`config.mk`:
```
export PLATFORM = sky130hd
export DESIGN_NAME = tiaf_mul
export DESIGN_NICKNAME = d
export VERILOG_FILES = /design/src/tiaf_pkg.sv /design/src/tiaf_mul.sv
export SDC_FILE = /design/constraint.sdc
export NUM_CORES = 2
export LEC_CHECK = 0
export BUFFER_PORTS_ARGS = -buffer_cell sky130_fd_sc_hd__clkbuf_2
export CAP_MARGIN = 20
export CORE_UTILIZATION = 50
export DETAILED_ROUTE_END_ITERATION = 12
export PLACE_DENSITY_LB_ADDON = 0.15
export SLEW_MARGIN = 0
export SYNTH_ARGS = -nofsm -noshare
export SYNTH_HDL_FRONTEND = slang
export SYNTH_SLANG_ARGS = --single-unit
```
`constraint.sdc`:
```
create_clock -name i_clk -period 8.2 [get_ports i_clk]
set_input_delay 0.82 -clock i_clk [delete_from_list [all_inputs] [get_ports i_clk]]
set_output_delay 0.82 -clock i_clk [all_outputs]
set_load 0.03 [all_outputs]
```
`src/tiaf_pkg.sv`:
```
// ----------------------------------------------------------------------------
// tiaf_pkg: shared types and constants of the incidence angle filter
// Beat layouts, configuration register indexes and fixed field widths.
// ----------------------------------------------------------------------------
package tiaf_pkg;

    localparam int COORD_BITS = 24;
    localparam int COS_W      = 17;
    localparam int COS_FRAC   = 16;
    localparam int TAG_W      = 16;
    localparam int CFG_W      = (COORD_BITS > COS_W) ? COORD_BITS : COS_W;
    localparam int CFG_IDX_W  = 3;
    localparam int LIMB_W     = 32;

    typedef logic signed [COORD_BITS-1:0] t_coord;
    typedef logic [CFG_IDX_W-1:0]         t_cfg_idx;

    localparam t_cfg_idx REG_SENSOR_X      = 3'd0;
    localparam t_cfg_idx REG_SENSOR_Y      = 3'd1;
    localparam t_cfg_idx REG_SENSOR_Z      = 3'd2;
    localparam t_cfg_idx REG_THRESHOLD_COS = 3'd3;
    localparam t_cfg_idx REG_FILTER_ENABLE = 3'd4;

    typedef struct packed {
        t_coord             corner_a_x;
        t_coord             corner_a_y;
        t_coord             corner_a_z;
        t_coord             corner_b_x;
        t_coord             corner_b_y;
        t_coord             corner_b_z;
        t_coord             corner_c_x;
        t_coord             corner_c_y;
        t_coord             corner_c_z;
        logic [TAG_W-1:0]   triangle_tag;
    } t_tri;

    typedef struct packed {
        logic               drop;
        logic               degenerate;
        logic [TAG_W-1:0]   tag_out;
    } t_res;

endpackage

```
`src/tiaf_mul.sv`:
```
// ----------------------------------------------------------------------------
// tiaf_mul: pipelined unsigned wide multiplier
// Limb partial products in one stage, then a registered binary adder tree.
// 2**LEVELS must cover all limb products.
// ----------------------------------------------------------------------------
module tiaf_mul #(
    parameter int WA     = 32,
    parameter int WB     = 32,
    parameter int LEVELS = 0
) (
    input  logic                i_clk,
    input  logic                i_en,
    input  logic [WA-1:0]       i_a,
    input  logic [WB-1:0]       i_b,
    output logic [WA+WB-1:0]    o_p
);

    localparam int LW    = tiaf_pkg::LIMB_W;
    localparam int NA    = (WA + LW - 1) / LW;
    localparam int NB    = (WB + LW - 1) / LW;
    localparam int NPP   = NA * NB;
    localparam int NLEAF = 1 << LEVELS;
    localparam int NNODE = 2 * NLEAF - 1;
    localparam int WAP   = NA * LW;
    localparam int WBP   = NB * LW;
    localparam int WQ    = (NA + NB) * LW;

    logic [WAP-1:0] w_a;
    logic [WBP-1:0] w_b;
    logic [WQ-1:0]  w_pp [NLEAF];
    logic [WQ-1:0]  r_node [NNODE];

    assign w_a = WAP'(i_a);
    assign w_b = WBP'(i_b);

    always_comb begin
        logic [2*LW-1:0] v_prod;
        for (int k = 0; k < NLEAF; k++) begin
            if (k < NPP) begin
                v_prod  = w_a[(k / NB) * LW +: LW] * w_b[(k % NB) * LW +: LW];
                w_pp[k] = WQ'(v_prod) << (((k / NB) + (k % NB)) * LW);
            end else begin
                w_pp[k] = '0;
            end
        end
    end

    always_ff @(posedge i_clk) begin
        if (i_en) begin
            for (int m = 0; m < NNODE; m++) begin
                if (m < NLEAF - 1) begin
                    r_node[m] <= r_node[2*m+1] + r_node[2*m+2];
                end else begin
                    r_node[m] <= w_pp[m - (NLEAF - 1)];
                end
            end
        end
    end

    assign o_p = r_node[0][WA+WB-1:0];

endmodule

```
* Yosys cells after proc, flatten, opt, wreduce, memory -nomap -nowiden
Memories as Yosys holds them, arrays and structs flattened.
Cells that the tools add are included.
** Word-level totals
- Bits in registers :: 0
- RAM bits :: 64
- Output and inout port bits :: 64
- Memories kept :: 1
** Memories
- r_node :: words 1, bits a word 64, rd ports 1, clocked after memory_dff 0, write ports 1, line tiaf_mul.sv:31 : logic [WQ-1:0] r_node [NNODE];
** Cells by class
- Multiply operators :: 1
- Multiplexer cells :: 2
** Operators by type and width (count)
- $mul A32 B32 Y64 :: 1
- $mux W1 :: 2

* Depth between registers and ports, before layout
- Word-level depth :: 2
- Gate-level depth with buffers :: 29
- Depth with buffers taken out :: 27

* Worst setup path before layout
No wires, ideal clock.
- Kind :: input to register
- Start point :: input port i_a[25]
- End point :: memory r_node[0][62] in the netlist's numbering (data pin)
- Library setup time :: 0.262 ns
- Arrival time :: 7.432 ns
- Required time :: 7.938 ns
- Setup slack :: 0.506 ns
- Cell stages on the path :: 25
- Path buffers :: 2
- Path through :: clkbuf_1 nand2_1 fa_1 inv_1 fa_1 inv_1 fa_1 inv_1 fa_1 fa_1 fa_1 fa_1 inv_1 fa_1 inv_1 ha_1 buf_2 nand4_1 or4_1 or3_1 a31oi_1 a31o_2 a211oi_1 o21ai_1 xor2_1
** RTL lines
- start, declared :: line tiaf_mul.sv:13 : input logic [WA-1:0] i_a,
- end, declared :: line tiaf_mul.sv:31

==> flow_metrics.env <==
export IMPL_outcome="complete, but fails checks"
export IMPL_violations="DRC"
export IMPL_cts_buffers=9
export IMPL_first_pass_iters=9
export IMPL_core_um2=69910
export IMPL_startpoint_type="primary input"
export IMPL_gp_congestion=0.9093
export IMPL_die_h_um=267.6
export IMPL_cpMostUsedCell="fa_1"
export IMPL_max_freq_mhz=127.5
export IMPL_top_register="r_node"
export IMPL_synth_area_um2=35270
export IMPL_critPathArrivalTime_ns=7.91
export IMPL_crit_fanout=14
export IMPL_post_cts_buffers=0
export IMPL_grt_pass1_wl_um=153700
export IMPL_drc=8
export IMPL_max_stage_delay_ns=0.58
export IMPL_grt_pass1_vias=27420
export IMPL_ant_nets=0
export IMPL_max_cap_violations=0
export IMPL_cts_sinks=64
export IMPL_cp_slowest_cell="fa_1"
export IMPL_ioPinCount=130
export IMPL_initial_core_util_pct=50.45
export IMPL_die_area_um2=71610
export IMPL_crit_required_ns=8.27
export IMPL_nFillCells=6525
export IMPL_wire_per_inst_um=19.73
export IMPL_die_w_um=267.6
export IMPL_io_buffers=129
export IMPL_hpwlAfterDp_um=83410
export IMPL_endpoint_kind="flop"
export IMPL_clkSlewWorstSetupHoldPaths_ns=0.06
export IMPL_setup_viol=0
export IMPL_drive_gt1_share_pct=9.648
export IMPL_ys_seq_area_share_pct=5.449
export IMPL_synthTopCellsByArea="fa_1 (51%), and2_1 (11%), ha_1 (9.3%), inv_1 (9.2%), edfxtp_1 (5.4%)"
export IMPL_antenna_found_initial=7
export IMPL_cts_tree="done"
export IMPL_wirelength_um=95540
export IMPL_syn2layout_area_growth_pct=8.865
export IMPL_drt_iter0_drc=1413
export IMPL_grt_usage_pct=28.23
export IMPL_fin_nets=5119
export IMPL_criticalPathCategory="in -> reg"
export IMPL_final_common_cell="fa_1"
export IMPL_rows=97
export IMPL_synth_top_area_share_pct=50.86
export IMPL_cts_path_max_buffers=2
export IMPL_min_period_ns=7.843
export IMPL_synth_top_area_cell="fa_1"
export IMPL_root_buffer="clkbuf_16"
export IMPL_via_count=25330
export IMPL_period_share_pct=95.65
export IMPL_hp_class="in -> reg"
export IMPL_ys_ff_latch=64
export IMPL_synth_flop_cell="edfxtp_1"
export IMPL_reg_largest_list="r_node: 64 flops"
export IMPL_rsz0062_at_grt="false"
export IMPL_synthCells=3758
export IMPL_worst_pin_slew_ns=0.8763
export IMPL_hold_buffers=0
export IMPL_largest_register_ffs=64
export IMPL_yosys_cell_types_count=56
export IMPL_layout_common_cells="fa_1 (896), inv_1 (863), and2_1 (603), nand2_1 (478), ha_1 (263)"
export IMPL_synth_fp_nets=4983
export IMPL_grt_ovfl_total=0
export IMPL_relSlewSlack_pct=41.58
export IMPL_finalHoldViolations=0
export IMPL_syn_area_per_cell_um2=9.385
export IMPL_yosysWarnings=0
export IMPL_cts_max_level=3
export IMPL_crit_buf_inv=7
export IMPL_grt_max_degree=65
export IMPL_maxSlewViolCount=0
export IMPL_synthArstFlopShare_pct=0
export IMPL_synth_edf_count=64
export IMPL_post_route_util_pct=54.93
export IMPL_critPathTopFamily="adder cells"
export IMPL_vias_per_cell=5.229
## layout make-up
class / count / area [µm²] / share of cell area [%]
diodes: 6 / 15.01 / 0.03910
clock buffers: 10 / 229.0 / 0.5963
clock inverters: 4 / 71.32 / 0.1857
inverters: 863 / 3239 / 8.437
multi-input cells: 2604 / 29250 / 76.18
flip-flops and latches: 64 / 1922 / 5.005
well taps: 940 / 1176 / 3.063
repair buffers: 352 / 2495 / 6.498
## logic make-up (layout without fill, tap and decap cells)
kind of cell	Yosys count	count (layout)	synth area share [%]
simple gates	1180	1180	17.39
buf+inv	1090	1229	11.64
flops	64	64	5.449
compound gates	205	205	3.846
mux	1	1	0.02838
fa+ha+maj	1159	1159	60.19
other cells	0	6	0
xor+xnor	59	59	1.465
## worst paths after layout
kind  startpoint            end  slack, ns  cells after the start
max      i_a[22]  r_node[0][60]       0.36                     26
min         i_en  r_node[0][55]       1.19                      2
## metal layers
| metal | up-vias | part of all wire [%] | GRT usage (%) |
|---|---|---|---|
| met5 | - | 0.028 | 0 |
| met1 | 13260 | 39 | 35.46 |
| li1 | 11200 | - | - |
| met2 | 681 | 52 | 49.71 |
| met4 | 4 | 3.6 | 9.174 |
| met3 | 173 | 5.4 | 4.266 |
## cells in the mapped netlist, types with 8 or more instances
library cell  number
a21o_1            37
a21oi_1           68
a31oi_1           11
and2_1           603
and3_1            14
buf_2              9
clkbuf_1         215
edfxtp_1          64
fa_1             896
ha_1             263
inv_1            863
nand2_1          478
nand3_1           12
nand4_1           24
nor2_1            21
o21a_1             8
o21ai_0           28
o21bai_1          10
xnor2_1           33
xor2_1            26
## repair_timing
| action | CTS | global route |
|---|---|---|
| hold endpoints to repair | 0 | 0 |
| setup endpoints to repair | 0 | 2 |
| gates resized for setup | 0 | 1 |
## stage by stage
step           hold WS (ns)   TNS, ns  setup WS (ns)  instances  area, µm²
6_report              1.192         0         0.3568       4843      38400
5_1_grt               1.242         0        0.01598       4842      38390
4_1_cts               1.210         0         0.2656       4837      38380
3_5_place_dp          1.313  -0.07384       -0.07250       4823      38080
3_3_place_gp          1.309         0        0.02679       4823      38080
2_1_floorplan        0.9325         0         0.5063       3758      35270
Power is left out: the tool's default activity adds up to more than one toggle a clock period on the data nets, which glitch-free logic cannot reach.
